## config.mk

```make
export PLATFORM = sky130hd
export DESIGN_NAME = lrc_checked_frame_deframer
export DESIGN_NICKNAME = d
export VERILOG_FILES = /design/src/rtl/core/lcfd_pkg.sv /design/src/rtl/core/lrc_checked_frame_deframer.sv /design/src/rtl/core/lcfd_dp.sv /design/src/rtl/core/lcfd_ctrl.sv
export SDC_FILE = /design/constraint.sdc
export NUM_CORES = 1
export LEC_CHECK = 0
export BUFFER_PORTS_ARGS = -buffer_cell sky130_fd_sc_hd__buf_2
export CAP_MARGIN = 5
export CELL_PAD_IN_SITES_DETAIL_PLACEMENT = 1
export CELL_PAD_IN_SITES_GLOBAL_PLACEMENT = 2
export CORE_MARGIN = 2
export CORE_UTILIZATION = 51
export DETAILED_ROUTE_END_ITERATION = 10
export GPL_TIMING_DRIVEN = 0
export PLACE_DENSITY = 0.9
export SETUP_SLACK_MARGIN = 0.4
export SLEW_MARGIN = 40
export SYNTH_ARGS = -nofsm -noshare
export SYNTH_HDL_FRONTEND = slang
export SYNTH_HIERARCHICAL = 1
export SYNTH_SLANG_ARGS = --single-unit
```

## constraint.sdc

```tcl
create_clock -name clock -period 4.7 [get_ports clock]
set_input_delay 0.705 -clock clock [delete_from_list [all_inputs] [get_ports clock]]
set_output_delay 0.705 -clock clock [all_outputs]
set_load 0.1 [all_outputs]
```

## src/rtl/core/lcfd_pkg.sv

```systemverilog
package lcfd_pkg;

   localparam int PAYLOAD_DEPTH = 32;
   localparam int POS_W = $clog2(PAYLOAD_DEPTH + 4);
   localparam int ADDR_W = (PAYLOAD_DEPTH > 1) ? $clog2(PAYLOAD_DEPTH) : 1;

   localparam logic [7:0] HDR_SYNC  = 8'h55;
   localparam logic [7:0] HDR_ADDR  = 8'h01;
   localparam logic [7:0] CH_END    = 8'h23;
   localparam logic [7:0] CH_UPDATE = 8'h75;
   localparam logic [7:0] CH_GET    = 8'h67;
   localparam logic [7:0] CH_COMMA  = 8'h2C;

   typedef enum logic [2:0] {
      KIND_DATA  = 3'd0,
      KIND_FIELD = 3'd1,
      KIND_CSUM  = 3'd2,
      KIND_GET   = 3'd3,
      KIND_OVF   = 3'd4
   } kind_type;

   typedef enum logic [1:0] {
      SEL_OVF,
      SEL_CSUM,
      SEL_GET,
      SEL_REPLAY
   } out_sel_type;

   typedef struct packed {
      logic        take_byte;
      logic        clear;
      logic        out_load;
      out_sel_type sel;
      logic        idx_next;
   } cmd_type;

   typedef struct packed {
      logic is_end;
      logic frame_ok;
      logic ovf;
      logic cmd_u;
      logic cmd_g;
      logic csum_bad;
      logic out_last;
   } status_type;

endpackage

```

## src/rtl/core/lrc_checked_frame_deframer.sv

```systemverilog
// Frame deframer with LRC check for a byte stream from a serial receiver.
// Input channel req_: one received byte per word on req_rx_byte. Bytes are
// gathered until '#'; a frame must open 0x55 0x01, then a command byte.
// Output channel rsp_: kind / value / last per word. Command 'u' replays
// the payload (data bytes, field ends at commas, a closing field end) when
// the check byte makes the 8-bit sum zero, else one checksum error. Command
// 'g' returns the byte after the command, or '#' when there is none. An
// overrun of the payload store gives one overflow word. Bad headers and
// other commands give nothing. Throughput: a non-terminator byte is taken
// every cycle while req_stall is low. The '#' word is evaluated in ST_EVAL,
// which loads the first result; each later replayed result needs a store
// read address step, a registered read and an output load, and a result
// waits while rsp_stall is high. req_stall is high from the '#' until the
// last result of the frame is taken; while the receiver stalls, the
// result word holds steady. Reset (synchronous, active high) clears frame
// state and drops any pending result; the payload store is not cleared.
module lrc_checked_frame_deframer (
   input  logic       clock,
   input  logic       reset,
   input  logic       req_valid,
   output logic       req_stall,
   input  logic [7:0] req_rx_byte,
   output logic       rsp_valid,
   input  logic       rsp_stall,
   output logic [2:0] rsp_kind,
   output logic [7:0] rsp_value,
   output logic       rsp_last
);

   lcfd_pkg::cmd_type    cmd;
   lcfd_pkg::status_type status;

   lcfd_ctrl u_ctrl (
      .clock     (clock),
      .reset     (reset),
      .req_valid (req_valid),
      .req_stall (req_stall),
      .rsp_valid (rsp_valid),
      .rsp_stall (rsp_stall),
      .status    (status),
      .cmd       (cmd)
   );

   lcfd_dp u_dp (
      .clock     (clock),
      .reset     (reset),
      .rx_byte   (req_rx_byte),
      .cmd       (cmd),
      .status    (status),
      .out_kind  (rsp_kind),
      .out_value (rsp_value),
      .out_last  (rsp_last)
   );

endmodule

```

## src/rtl/core/lcfd_dp.sv

```systemverilog
module lcfd_dp (
   input  logic                 clock,
   input  logic                 reset,
   input  logic [7:0]           rx_byte,
   input  lcfd_pkg::cmd_type    cmd,
   output lcfd_pkg::status_type status,
   output logic [2:0]           out_kind,
   output logic [7:0]           out_value,
   output logic                 out_last
);

   logic [lcfd_pkg::POS_W-1:0] pos_ff, pos_in;
   logic                        hdr_ff, hdr_in;
   logic [7:0]                  cmd_ff, cmd_in;
   logic [7:0]                  sum_ff, sum_in;
   logic                        ovf_ff, ovf_in;
   logic [lcfd_pkg::POS_W-1:0] idx_ff, idx_in;
   logic [7:0]                  rd_data_ff;
   logic [7:0]                  mem [lcfd_pkg::PAYLOAD_DEPTH];
   logic [2:0]                  kind_ff, kind_in;
   logic [7:0]                  value_ff, value_in;
   logic                        last_ff, last_in;

   logic [lcfd_pkg::POS_W-1:0] stored;
   logic                        wr_en;
   logic                        more;

   localparam logic [lcfd_pkg::POS_W-1:0] HDR_LEN = lcfd_pkg::POS_W'(3);
   localparam logic [lcfd_pkg::POS_W-1:0] DEPTH_P = lcfd_pkg::POS_W'(lcfd_pkg::PAYLOAD_DEPTH);
   localparam logic [lcfd_pkg::POS_W-1:0] ONE_P   = lcfd_pkg::POS_W'(1);

   assign stored = pos_ff - HDR_LEN;
   assign more   = (idx_ff + ONE_P) < stored;

   always_comb begin
      pos_in = pos_ff;
      hdr_in = hdr_ff;
      cmd_in = cmd_ff;
      sum_in = sum_ff;
      ovf_in = ovf_ff;
      wr_en  = 1'b0;
      if (cmd.take_byte) begin
         case (pos_ff)
            lcfd_pkg::POS_W'(0): begin
               hdr_in = (rx_byte == lcfd_pkg::HDR_SYNC);
               pos_in = lcfd_pkg::POS_W'(1);
            end
            lcfd_pkg::POS_W'(1): begin
               hdr_in = hdr_ff && (rx_byte == lcfd_pkg::HDR_ADDR);
               pos_in = lcfd_pkg::POS_W'(2);
            end
            lcfd_pkg::POS_W'(2): begin
               cmd_in = rx_byte;
               pos_in = HDR_LEN;
            end
            default: begin
               if (stored < DEPTH_P) begin
                  wr_en  = 1'b1;
                  sum_in = sum_ff + rx_byte;
                  pos_in = pos_ff + ONE_P;
               end else begin
                  ovf_in = 1'b1;
               end
            end
         endcase
      end
   end

   always_comb begin
      idx_in = idx_ff;
      if (cmd.idx_next) begin
         idx_in = idx_ff + ONE_P;
      end
   end

   always_ff @(posedge clock) begin
      if (reset || cmd.clear) begin
         pos_ff <= '0;
         hdr_ff <= 1'b0;
         cmd_ff <= '0;
         sum_ff <= '0;
         ovf_ff <= 1'b0;
         idx_ff <= '0;
      end else begin
         pos_ff <= pos_in;
         hdr_ff <= hdr_in;
         cmd_ff <= cmd_in;
         sum_ff <= sum_in;
         ovf_ff <= ovf_in;
         idx_ff <= idx_in;
      end
   end

   always_ff @(posedge clock) begin
      if (wr_en) begin
         mem[stored[lcfd_pkg::ADDR_W-1:0]] <= rx_byte;
      end
      rd_data_ff <= mem[idx_ff[lcfd_pkg::ADDR_W-1:0]];
   end

   always_comb begin
      kind_in  = kind_ff;
      value_in = value_ff;
      last_in  = last_ff;
      case (cmd.sel)
         lcfd_pkg::SEL_OVF: begin
            kind_in  = lcfd_pkg::KIND_OVF;
            value_in = '0;
            last_in  = 1'b1;
         end
         lcfd_pkg::SEL_CSUM: begin
            kind_in  = lcfd_pkg::KIND_CSUM;
            value_in = '0;
            last_in  = 1'b1;
         end
         lcfd_pkg::SEL_GET: begin
            kind_in  = lcfd_pkg::KIND_GET;
            value_in = (stored != '0) ? rd_data_ff : lcfd_pkg::CH_END;
            last_in  = 1'b1;
         end
         lcfd_pkg::SEL_REPLAY: begin
            if (!more) begin
               kind_in  = lcfd_pkg::KIND_FIELD;
               value_in = '0;
               last_in  = 1'b1;
            end else if (rd_data_ff == lcfd_pkg::CH_COMMA) begin
               kind_in  = lcfd_pkg::KIND_FIELD;
               value_in = '0;
               last_in  = 1'b0;
            end else begin
               kind_in  = lcfd_pkg::KIND_DATA;
               value_in = rd_data_ff;
               last_in  = 1'b0;
            end
         end
         default: begin
            kind_in  = lcfd_pkg::KIND_OVF;
            value_in = '0;
            last_in  = 1'b1;
         end
      endcase
   end

   always_ff @(posedge clock) begin
      if (cmd.out_load) begin
         kind_ff  <= kind_in;
         value_ff <= value_in;
         last_ff  <= last_in;
      end
   end

   assign status.is_end   = (rx_byte == lcfd_pkg::CH_END);
   assign status.frame_ok = (pos_ff >= HDR_LEN) && hdr_ff;
   assign status.ovf      = ovf_ff;
   assign status.cmd_u    = (cmd_ff == lcfd_pkg::CH_UPDATE);
   assign status.cmd_g    = (cmd_ff == lcfd_pkg::CH_GET);
   assign status.csum_bad = (stored == '0) || (sum_ff != '0);
   assign status.out_last = last_ff;

   assign out_kind  = kind_ff;
   assign out_value = value_ff;
   assign out_last  = last_ff;

endmodule

```

## src/rtl/core/lcfd_ctrl.sv

```systemverilog
module lcfd_ctrl (
   input  logic                 clock,
   input  logic                 reset,
   input  logic                 req_valid,
   output logic                 req_stall,
   output logic                 rsp_valid,
   input  logic                 rsp_stall,
   input  lcfd_pkg::status_type status,
   output lcfd_pkg::cmd_type    cmd
);

   typedef enum logic [2:0] {
      ST_IDLE,
      ST_EVAL,
      ST_SEND,
      ST_READ,
      ST_LOAD
   } state_type;

   state_type state_ff, state_in;
   logic      valid_ff, valid_in;
   logic      rsp_take;

   assign rsp_take = valid_ff && !rsp_stall;

   always_comb begin
      state_in = state_ff;
      valid_in = valid_ff;
      cmd      = '{take_byte: 1'b0, clear: 1'b0, out_load: 1'b0,
                   sel: lcfd_pkg::SEL_REPLAY, idx_next: 1'b0};
      case (state_ff)
         ST_IDLE: begin
            if (req_valid) begin
               if (status.is_end) begin
                  state_in = ST_EVAL;
               end else begin
                  cmd.take_byte = 1'b1;
               end
            end
         end
         ST_EVAL: begin
            if (!status.frame_ok) begin
               cmd.clear = 1'b1;
               state_in  = ST_IDLE;
            end else if (status.ovf) begin
               cmd.out_load = 1'b1;
               cmd.sel      = lcfd_pkg::SEL_OVF;
            end else if (status.cmd_u) begin
               cmd.out_load = 1'b1;
               cmd.sel      = status.csum_bad ? lcfd_pkg::SEL_CSUM : lcfd_pkg::SEL_REPLAY;
            end else if (status.cmd_g) begin
               cmd.out_load = 1'b1;
               cmd.sel      = lcfd_pkg::SEL_GET;
            end else begin
               cmd.clear = 1'b1;
               state_in  = ST_IDLE;
            end
            if (cmd.out_load) begin
               valid_in = 1'b1;
               state_in = ST_SEND;
            end
         end
         ST_SEND: begin
            if (rsp_take) begin
               valid_in = 1'b0;
               if (status.out_last) begin
                  cmd.clear = 1'b1;
                  state_in  = ST_IDLE;
               end else begin
                  cmd.idx_next = 1'b1;
                  state_in     = ST_READ;
               end
            end
         end
         ST_READ: begin
            state_in = ST_LOAD;
         end
         ST_LOAD: begin
            cmd.out_load = 1'b1;
            cmd.sel      = lcfd_pkg::SEL_REPLAY;
            valid_in     = 1'b1;
            state_in     = ST_SEND;
         end
         default: begin
            cmd.clear = 1'b1;
            valid_in  = 1'b0;
            state_in  = ST_IDLE;
         end
      endcase
   end

   always_ff @(posedge clock) begin
      if (reset) begin
         state_ff <= ST_IDLE;
         valid_ff <= 1'b0;
      end else begin
         state_ff <= state_in;
         valid_ff <= valid_in;
      end
   end

   assign req_stall = (state_ff != ST_IDLE);
   assign rsp_valid = valid_ff;

endmodule

```

==> results by group, run 1 <==
Synthesis
  – YS warnings: 6
  – EDFF count, synth: 268
  – Seq/Total Area, Yosys: 0.6841
  – Post-synth top flop: edfxtp_1
  – Asr flop ratio synth: 0
  – Syn_nets: 794
  – Synthesized instance count: 762
  – Top cells by count, synth: edfxtp_1 (268), mux4_2 (80), nor2_1 (58)
  – Synth cell types: 62
  – Post-synth top area cell: edfxtp_1
  – Most frequent cell after synthesis: edfxtp_1
  – Syn Area/Cell: 17.05 µm²
  – Top post-synthesis cells by area: edfxtp_1 (62%), mux4_2 (14%), dfxtp_1 (6.5%)
  – Synthesized flop and latch total: between 300 and 400
  – Synth top area share: 0.6194
  – Synthesized area: 12990 µm²

Floorplanning
  – Die area: 26770 µm²
  – Die Y: 163.6 µm
  – Top-Level Pins: 26
  – # rows: 58
  – Core Footprint: between 20000 and 30000 µm²
  – Die X: 163.6 µm
  – Initial Util: 0.5175

Clock network
  – CTS Root Cell: clkbuf_16
  – # hold bufs at CTS: 0
  – Clock transition at path regs: 0.06 ns
  – Post-CTS Setup Inserts: 0
  – Clock buffer count from CTS: 31
  – Insertion delay to the later sink of the worst-skew pair: 0.56 ns
  – CTS tree: built
  – Clk buf depth: 3
  – CTS resizes: 0
  – CTS H-tree depth: 1
  – Sink Count: 310

STA
  – Worst Max-Slew Pin Slew: 0.8363 ns
  – Final hold viol count: 0
  – RSZ-0062 raised after global routing: false
  – Maximum clock rate: 0.2667 GHz
  – Setup Viol. Count Final: 0
  – Crit path time final: between 3 and 4 ns
  – Layout Skew: 0.01294 ns
  – Hold slack: about 0.4 ns
  – Max Transition Viols Final: 0
  – Max-slew headroom: 0.4404
  – Fin crit share: 0.7979

Pwr
  – Worst vdd ir: 286.8 µV
  – Leak pwr: 0.004770 µW
  – Power per cell area: 387.2 nW/µm²

Detailed routing
  – WL met2: around 17 mm
  – Vias per cell: ~6.2
  – Vias: 7311
  – DR WL/cell: approximately 28 µm
  – Top Layer Used: met4
  – Pre-Repair DR Iteration Count: 7
  – DRC: 0
  – Met3 WL: 1.947 mm
  – Total wire length: 32.70 mm
  – Post-route ant nets: 0
  – 1st-iter DRT viols: 721
  – Routed length on met1: 13.09 mm

Placed design
  – Routability cong.: just under 0.9
  – Port bufs: 25
  – Dpl cell area: 13590 µm²
  – Post-DP HPWL: 21.62 mm

Global route
  – First-pass GRT wire length: 49.59 mm
  – Gr ovfl total: 0
  – GRT Util Overall: 0.2541
  – Vias in the first global route: 7900
  – Antenna violations before repair: 0
  – Largest net degree at the start of global routing: 39

Layout
  – P&R area growth vs syn: 12.86%
  – Layout net count: 858
  – Final instance area: 14660 µm²
  – Filler cell count: about 2300
  – Layout cells sized above 1: 0.2491

Setup path
  – Crit path DAT: 3.93 ns
  – CP Class: in2reg
  – R2R setup slack: about 1 ns
  – Data required time of the worst path: 4.88 ns
  – Worst Setup End Kind: register
  – Startpoint Class: input pin
  – Worst-path maximum fanout: 36

Worst hold path
  – Hold Path Class: in2reg

Flow run
  – Max Cap Viol: 0

Status
  – Outcome: completed
==> cell families after synthesis <==
logic type | after synthesis | synth area share
flip-flops | 310 | 0.6841
AND/OR/NAND/NOR | 185 | 0.07241
multiplexers | 97 | 0.1525
AO/OA/AOI/OAI | 78 | 0.03948
buffers and inverters | 55 | 0.01964
adder cells (fa/ha/maj) | 20 | 0.01984
XOR/XNOR | 17 | 0.01204
==> metrics by stage <==
| step | instances | setup WS (ns) | TNS, ns | power, µW | utilization |
|---|---|---|---|---|---|
| after floorplan | 762 | 1.682 | 0 | 3129 | - |
| after global placement | 1117 | -0.1601 | -1.742 | 3196 | 0.5389 |
| after detailed placement | 1123 | 0.3080 | 0 | 3209 | 0.5412 |
| after CTS | 1181 | 0.8715 | 0 | 5715 | 0.5828 |
| after global routing | 1181 | 0.6854 | 0 | 5828 | 0.5837 |
| final | 1184 | 0.9499 | 0 | 5678 | 0.5840 |
==> routing by layer <==
layer,vias up,track usage
met5,-,0
met4,0,0.07815
met3,56,0.04520
met2,255,0.4297
met1,3842,0.3383
li1,3158,-
==> layout by cell type, fill, tap and decap left out, types with 16 or more instances in the layout <==
| cell type | n |
|---|---|
| nand3_1 | 23 |
| clkbuf_16 | 31 |
| ha_1 | 19 |
| buf_2 | 42 |
| a21oi_1 | 17 |
| nor2_1 | 51 |
| mux4_2 | 80 |
| o21ai_0 | 16 |
| inv_1 | 19 |
| dfxtp_1 | 42 |
| nand2_1 | 39 |
| edfxtp_1 | 268 |
==> state kept, by name, summed over array words and instances (netlist names) <==
name / cells
u_ctrl/rsp_valid: 1
u_ctrl/state_ff: 3
u_dp/cmd_ff: 8
u_dp/hdr_ff: 1
u_dp/idx_ff: 6
u_dp/mem: 256
u_dp/out_kind: 3
u_dp/out_last: 1
u_dp/out_value: 8
u_dp/ovf_ff: 1
u_dp/pos_ff: 6
u_dp/rd_data_ff: 8
u_dp/sum_ff: 8
==> critical path, stage by stage <==
cell and delay, ns:
buf_2 0.62, or3b_2 0.26, nor2_1 0.08, nor3b_2 0.40
and3_1 0.24, buf_2 0.20, buf_2 0.27, nand2_1 0.36
nor2_1 0.77
==> path summary, 6_finish.rpt <==
path,start,cells past startpoint,end
worst max-delay path,req_rx_byte[3],9,u_dp/mem[6][3]
worst min register to register,u_dp/sum_ff[0],2,u_dp/sum_ff[0]
worst min-delay path,reset,2,u_ctrl/state_ff[1]
worst max register to register,u_dp/pos_ff[0],8,u_dp/mem[6][3]
==> where the power goes <==
part	total, µW	switching (µW)	internal (µW)
Sequential	3000	10.3	2990
Combinational	153	113	40.4
Clock	2530	1040	1480
Total	5680	1170	4510
==> layout make-up <==
type	instances	area, µm²	area share
inverter	19	71.32	0.004863
clock buffer	34	787.0	0.05367
multi-input combinational	397	3892	0.2654
tap	330	412.9	0.02816
sequential	310	8889	0.6061
buffer	36	186.4	0.01271
clock inverter	24	257.7	0.01758
antenna	3	7.507	0.0005119
timing repair buffer	31	160.2	0.01092
No activity file was read; power rests on OpenSTA's default activity.
==> run 2: changes to the inputs <==
--- a/config.mk
+++ b/config.mk
@@ -10,10 +10,10 @@
 export CELL_PAD_IN_SITES_DETAIL_PLACEMENT = 1
 export CELL_PAD_IN_SITES_GLOBAL_PLACEMENT = 2
 export CORE_MARGIN = 2
-export CORE_UTILIZATION = 51
+export CORE_UTILIZATION = 43
 export DETAILED_ROUTE_END_ITERATION = 10
 export GPL_TIMING_DRIVEN = 0
-export PLACE_DENSITY = 0.9
+export PLACE_DENSITY = 0.81
 export SETUP_SLACK_MARGIN = 0.4
 export SLEW_MARGIN = 40
 export SYNTH_ARGS = -nofsm -noshare
==> constraint.sdc (replaced) <==
create_clock -name clock -period 3.3 [get_ports clock]
set_input_delay 0.495 -clock clock [delete_from_list [all_inputs] [get_ports clock]]
set_output_delay 0.495 -clock clock [all_outputs]
set_load 0.1 [all_outputs]
==> results by group, run 2 (synthesis gave the netlist of run 1 again) <==
Status
  – Outcome: completed

STA
  – Worst Max-Slew Pin Slew: 0.8309 ns
  – Setup Viol. Count Final: 0
  – Max Transition Viols Final: 0
  – Max-slew headroom: 0.4461
  – Layout Skew: 0.01799 ns
  – Final hold viol count: 0
  – Crit path time final: 2.762 ns
  – RSZ-0062 raised after global routing: true
  – Maximum clock rate: 0.3620 GHz
  – Hold slack: 0.2411 ns
  – PnR worst setup slack: 0.5375 ns
  – Fin crit share: 0.8371

Setup path
  – Reg2Reg Capture Point: u_dp/rd_data_ff[2]
  – Top cell by count, worst path: mux4_2
  – Worst Setup End Kind: register
  – R2R setup slack: between 0.5 and 0.6 ns
  – CP Class: reg2reg
  – R2r worst-path depth: 5
  – Slowest cell on the critical path: buf_1
  – Worst-path maximum fanout: 10
  – Startpoint Class: register
  – Reg2reg start: u_dp/idx_ff[1]
  – CP peak stage delay: 0.56 ns
  – CP cell instances: buf_2 > buf_1 > mux4_2 > mux4_2 > mux2_2
  – Crit path DAT: 3.15 ns
  – Data required time of the worst path: approximately 3.7 ns

Pwr
  – Tot Pwr: 7994 µW
  – Power share of the combinational group: 0.029
  – Clock power share: 0.436
  – Power per cell area: between 500 and 600 nW/µm²
  – Sw Ratio: 0.2074
  – Worst vdd ir: between 300 and 400 µV
  – Reg power frac: 0.534
  – Int Pwr: 6336 µW
  – Net Sw Power: between 1500 and 2000 µW
  – Leak pwr: 0.004900 µW

Placed design
  – Place WS: -0.8893 ns
  – Post-DP HPWL: 20.86 mm
  – Port bufs: 25
  – Placed Cells: 1185
  – Routability cong.: about 0.79

Detailed routing
  – Pre-Repair DR Iteration Count: 4
  – DR WL/cell: 24.99 µm
  – Post-route ant nets: 0
  – DRC: 0
  – Vias per cell: 5.695
  – Total wire length: between 30 and 40 mm
  – 1st-iter DRT viols: a little over 500
  – Vias: 7147

Worst hold path
  – Hold Path Class: in2reg
  – Source of the worst hold timing path: reset
  – Hold Crit Depth: 2
  – Hold Path End: u_ctrl/rsp_valid

Global route
  – Largest net degree at the start of global routing: 39
  – Antenna violations before repair: 0
  – Vias in the first global route: between 7000 and 8000
  – Gr ovfl total: 0
  – First-pass GRT wire length: between 40 and 50 mm
  – GRT Util Overall: 0.2089

Clock network
  – Insertion delay to the later sink of the worst-skew pair: between 0.5 and 0.6 ns
  – Clock transition at path regs: about 0.060 ns
  – Clk buf depth: 3
  – CTS Root Cell: clkbuf_16
  – CTS H-tree depth: 2
  – Sink Count: 310
  – Clock buffer count from CTS: 34
  – CTS tree: built

Floorplanning
  – Die area: between 30000 and 40000 µm²
  – Top-Level Pins: 26
  – Die X: 177.8 µm
  – # rows: 63
  – Core Footprint: 29720 µm²
  – Initial Util: 0.4372
  – Die Y: 177.8 µm

Layout
  – Final Non-Filler Cells: 1255
  – P&R area growth vs syn: 16.17%
  – Final Core Density: 0.5079
  – Flip-flop count of the largest register after layout: 256
  – Commonest non-fill, non-tap cell in the layout: edfxtp_1
  – Commonest cells after routing, fill and taps aside: edfxtp_1 (268), mux4_2 (80), dfxtp_1 (40)
  – # diodes: 0
  – Layout net count: 876
  – Layout cells sized above 1: 0.2960

Flow run
  – Max Cap Viol: 0
## run 2: layer usage
layer | share of wire | GRT usage
met3 | 0.039 | 0.02849
met1 | 0.43 | 0.2830
met4 | 0.023 | 0.05738
met2 | 0.51 | 0.3548
met5 | 0 | 0
## run 2: power by group through the flow
stage	sequential [µW]	combinational (µW)	clock (µW)
global placement	4360	204	0
floorplan	4350	105	0
detailed placement	4360	214	0
finish	4270	233	3490
CTS	4270	229	3580
global route	4270	258	3700
## run 2: cell type report
| type | instances | area, µm² |
|---|---|---|
| Timing Repair Buffer | 46 | 320.3 |
| Clock buffer | 45 | 902.1 |
| Buffer | 36 | 195.2 |
| Clock inverter | 12 | 103.9 |
| Inverter | 19 | 75.07 |
| Tap cell | 390 | 488.0 |
| Sequential cell | 310 | 8891 |
| Multi-Input combinational cell | 397 | 4119 |
| Fill cell | 2758 | 14620 |
## run 2: critical path, delay by kind of cell, from the launching register on
family / cells / cell delay (ns)
multiplexers: 3 / 1.33
buffers and inverters: 2 / 0.87
flip-flops: 1 / 0.42
## run 2: worst max-delay path by stage
stage	startpoint	end
3_5_place_dp	req_rx_byte[2]	u_dp/mem[11][4]
3_3_place_gp	req_rx_byte[2]	u_dp/mem[8][3]
2_1_floorplan	u_ctrl/state_ff[0]	u_dp/mem[16][0]
6_report	u_dp/idx_ff[1]	u_dp/rd_data_ff[2]
5_1_grt	u_dp/pos_ff[0]	u_dp/out_value[0]
4_1_cts	u_dp/pos_ff[3]	u_dp/out_value[0]
## run 2: per-stage QoR
stage	area (µm²)	TNS (ns)
2_1_floorplan	12990	0
3_3_place_gp	13610	-156.81
3_5_place_dp	13680	-142.35
4_1_cts	15030	0
5_1_grt	15090	0
6_report	15090	0
## run 2: timing repair
| action | CTS | global route |
|---|---|---|
| hold buffers | 0 | 0 |
| buffers inserted | 10 | 2 |
| gates resized for setup | 68 | 16 |
| pin swaps | 10 | 3 |
| setup endpoints to repair | 263 | 161 |
==> run 3: changes to the inputs <==
--- a/config.mk
+++ b/config.mk
@@ -10,10 +10,10 @@
 export CELL_PAD_IN_SITES_DETAIL_PLACEMENT = 1
 export CELL_PAD_IN_SITES_GLOBAL_PLACEMENT = 2
 export CORE_MARGIN = 2
-export CORE_UTILIZATION = 43
+export CORE_UTILIZATION = 48
 export DETAILED_ROUTE_END_ITERATION = 10
 export GPL_TIMING_DRIVEN = 0
-export PLACE_DENSITY = 0.81
+export PLACE_DENSITY = 0.86
 export SETUP_SLACK_MARGIN = 0.4
 export SLEW_MARGIN = 40
 export SYNTH_ARGS = -nofsm -noshare
==> constraint.sdc (replaced) <==
create_clock -name clock -period 2.7 [get_ports clock]
set_input_delay 0.405 -clock clock [delete_from_list [all_inputs] [get_ports clock]]
set_output_delay 0.405 -clock clock [all_outputs]
set_load 0.1 [all_outputs]
==> results by group, run 3 (synthesis gave the netlist of run 1 again) <==
Status
  – Outcome: completed

STA
  – Maximum clock rate: just over 0.4 GHz
  – RSZ-0062 raised after global routing: true
  – Max-slew headroom: 0.4607
  – Crit path time final: 2.437 ns
  – Max Transition Viols Final: 0
  – Hold slack: approximately 0.2 ns
  – Fin crit share: 0.9025
  – Layout Skew: 0.01986 ns
  – Setup_tns: 0 ns
  – Setup Viol. Count Final: 0
  – Worst Max-Slew Pin Slew: 0.8090 ns
  – Final hold viol count: 0

Detailed routing
  – 1st-iter DRT viols: 723
  – Total wire length: 36.40 mm
  – Vias per cell: 6.085
  – DR WL/cell: 28.64 µm
  – Vias: 7734
  – DRC: 0
  – Post-route ant nets: 0
  – Pre-Repair DR Iteration Count: 5

Global route
  – First-pass GRT wire length: about 52 mm
  – Vias in the first global route: 8351
  – Gr ovfl total: 0
  – Antenna violations before repair: 0
  – Largest net degree at the start of global routing: 39
  – GRT Util Overall: 0.2506

Placed design
  – Routability cong.: 0.8775
  – Port bufs: 25
  – Post-DP HPWL: 21.33 mm

Setup path
  – Worst-path maximum fanout: 6
  – Startpoint Class: register
  – R2r worst-path depth: 11
  – CP peak stage delay: 0.46 ns
  – Worst Setup End Kind: register
  – Crit path DAT: roughly 2.9 ns
  – Data required time of the worst path: 3.15 ns
  – Slowest cell on the critical path: or4_1
  – CP cell instances: ha_4 > buf_8 > clkinvlp_4 > a21boi_2 > nor2b_4 > a21o_1 > o21ai_2 > or2_4 > clkbuf_16 > or4_1 > nand3_1
  – CP Class: reg2reg

Clock network
  – # hold bufs at CTS: 0
  – Clk buf depth: 3
  – Clock buffer count from CTS: 34
  – CTS H-tree depth: 2
  – Clock transition at path regs: about 0.060 ns
  – CTS tree: built
  – Sink Count: 310
  – Insertion delay to the later sink of the worst-skew pair: 0.52 ns
  – CTS Root Cell: clkbuf_16

Floorplanning
  – Initial Util: 0.4848
  – # rows: 60
  – Die Y: 168.5 µm
  – Top-Level Pins: 26
  – Die area: ~28000 µm²
  – Die X: 168.5 µm
  – Core Footprint: 26800 µm²

Layout
  – Layout cells sized above 1: 0.4387
  – Final Core Density: 0.6202
  – Commonest non-fill, non-tap cell in the layout: edfxtp_1
  – Layout net count: about 940
  – Filler cell count: between 2000 and 2500
  – Commonest cells after routing, fill and taps aside: edfxtp_1 (268), mux4_2 (80), buf_4 (60)
  – P&R area growth vs syn: 27.91%
  – Flip-flop count of the largest register after layout: 256
  – # diodes: 0

Pwr
  – Worst vdd ir: 430.0 µV
  – Leak pwr: 0.005431 µW
  – Power per cell area: 604.8 nW/µm²

Worst hold path
  – Hold Crit Depth: 2
  – Hold Path Class: in2reg

Flow run
  – Max Cap Viol: 0
==> run 3: cell types whose count changed in the layout (fill, tap and decap cells not counted), sizes merged <==
cell and delta:
clkbuf -2, inv -1, clkinv +9, buf +59
==> run 3: worst paths after layout <==
path / start / endpoint / slack (ns)
worst max-delay path: u_dp/pos_ff[1] / u_dp/sum_ff[5] / 0.26
worst min-delay path: reset / u_ctrl/state_ff[1] / 0.20
worst max register to register: u_dp/pos_ff[1] / u_dp/sum_ff[5] / 0.26
worst min register to register: u_dp/sum_ff[4] / u_dp/sum_ff[4] / 0.49
==> run 3: metrics by stage <==
stage | worst slack (ns) | power, µW | area [µm²] | instances
after floorplan | 0.2940 | 5467 | 13320 | 762
after global placement | -0.6412 | 5582 | 13870 | 1128
after detailed placement | -0.8015 | 5602 | 13870 | 1128
after CTS | 0.2929 | 10020 | 16110 | 1252
after global routing | 0.1412 | 10310 | 16620 | 1271
final | 0.2633 | 10050 | 16620 | 1271
==> run 3: metal layers <==
metal	vias up	global-route usage	share of wire
met1	4106	0.3169	0.39
li1	3333	-	-
met4	0	0.08096	0.025
met2	242	0.4523	0.55
met3	53	0.03086	0.040
met5	-	0	0
==> run 3: power breakdown <==
part | total (µW) | switching (µW) | internal (µW)
Clock | 4340 | 1830 | 2500
Combinational | 492 | 299 | 193
Sequential | 5220 | 15.9 | 5210
==> run 3: layout make-up <==
type	instances	area, µm²	area share
multi-input cells	397	4708	0.2833
clock inverters	20	131.4	0.007904
inverters	19	90.09	0.005420
clock buffers	41	908.4	0.05465
repair buffers	107	1064	0.06399
flip-flops and latches	310	8906	0.5358
well taps	341	426.7	0.02567
plain buffers	36	386.6	0.02326
==> run 3: timing repair <==
| item | 4_1_cts | 5_1_grt |
|---|---|---|
| setup endpoints to repair | 317 | 290 |
| pin swaps | 50 | 49 |
| buffers inserted | 62 | 16 |
| gates cloned | 1 | 1 |
| resized for setup | 124 | 88 |
==> run 3: critical path: cells and delay by family, from the launching register on <==
kind | cells | cell delay (ns)
AOI/OAI and AO/OA | 3 | 0.40
adders and majority gates | 1 | 0.14
buffers and inverters | 3 | 0.44
DFF | 1 | 0.40
and+or+nand+nor | 4 | 0.97
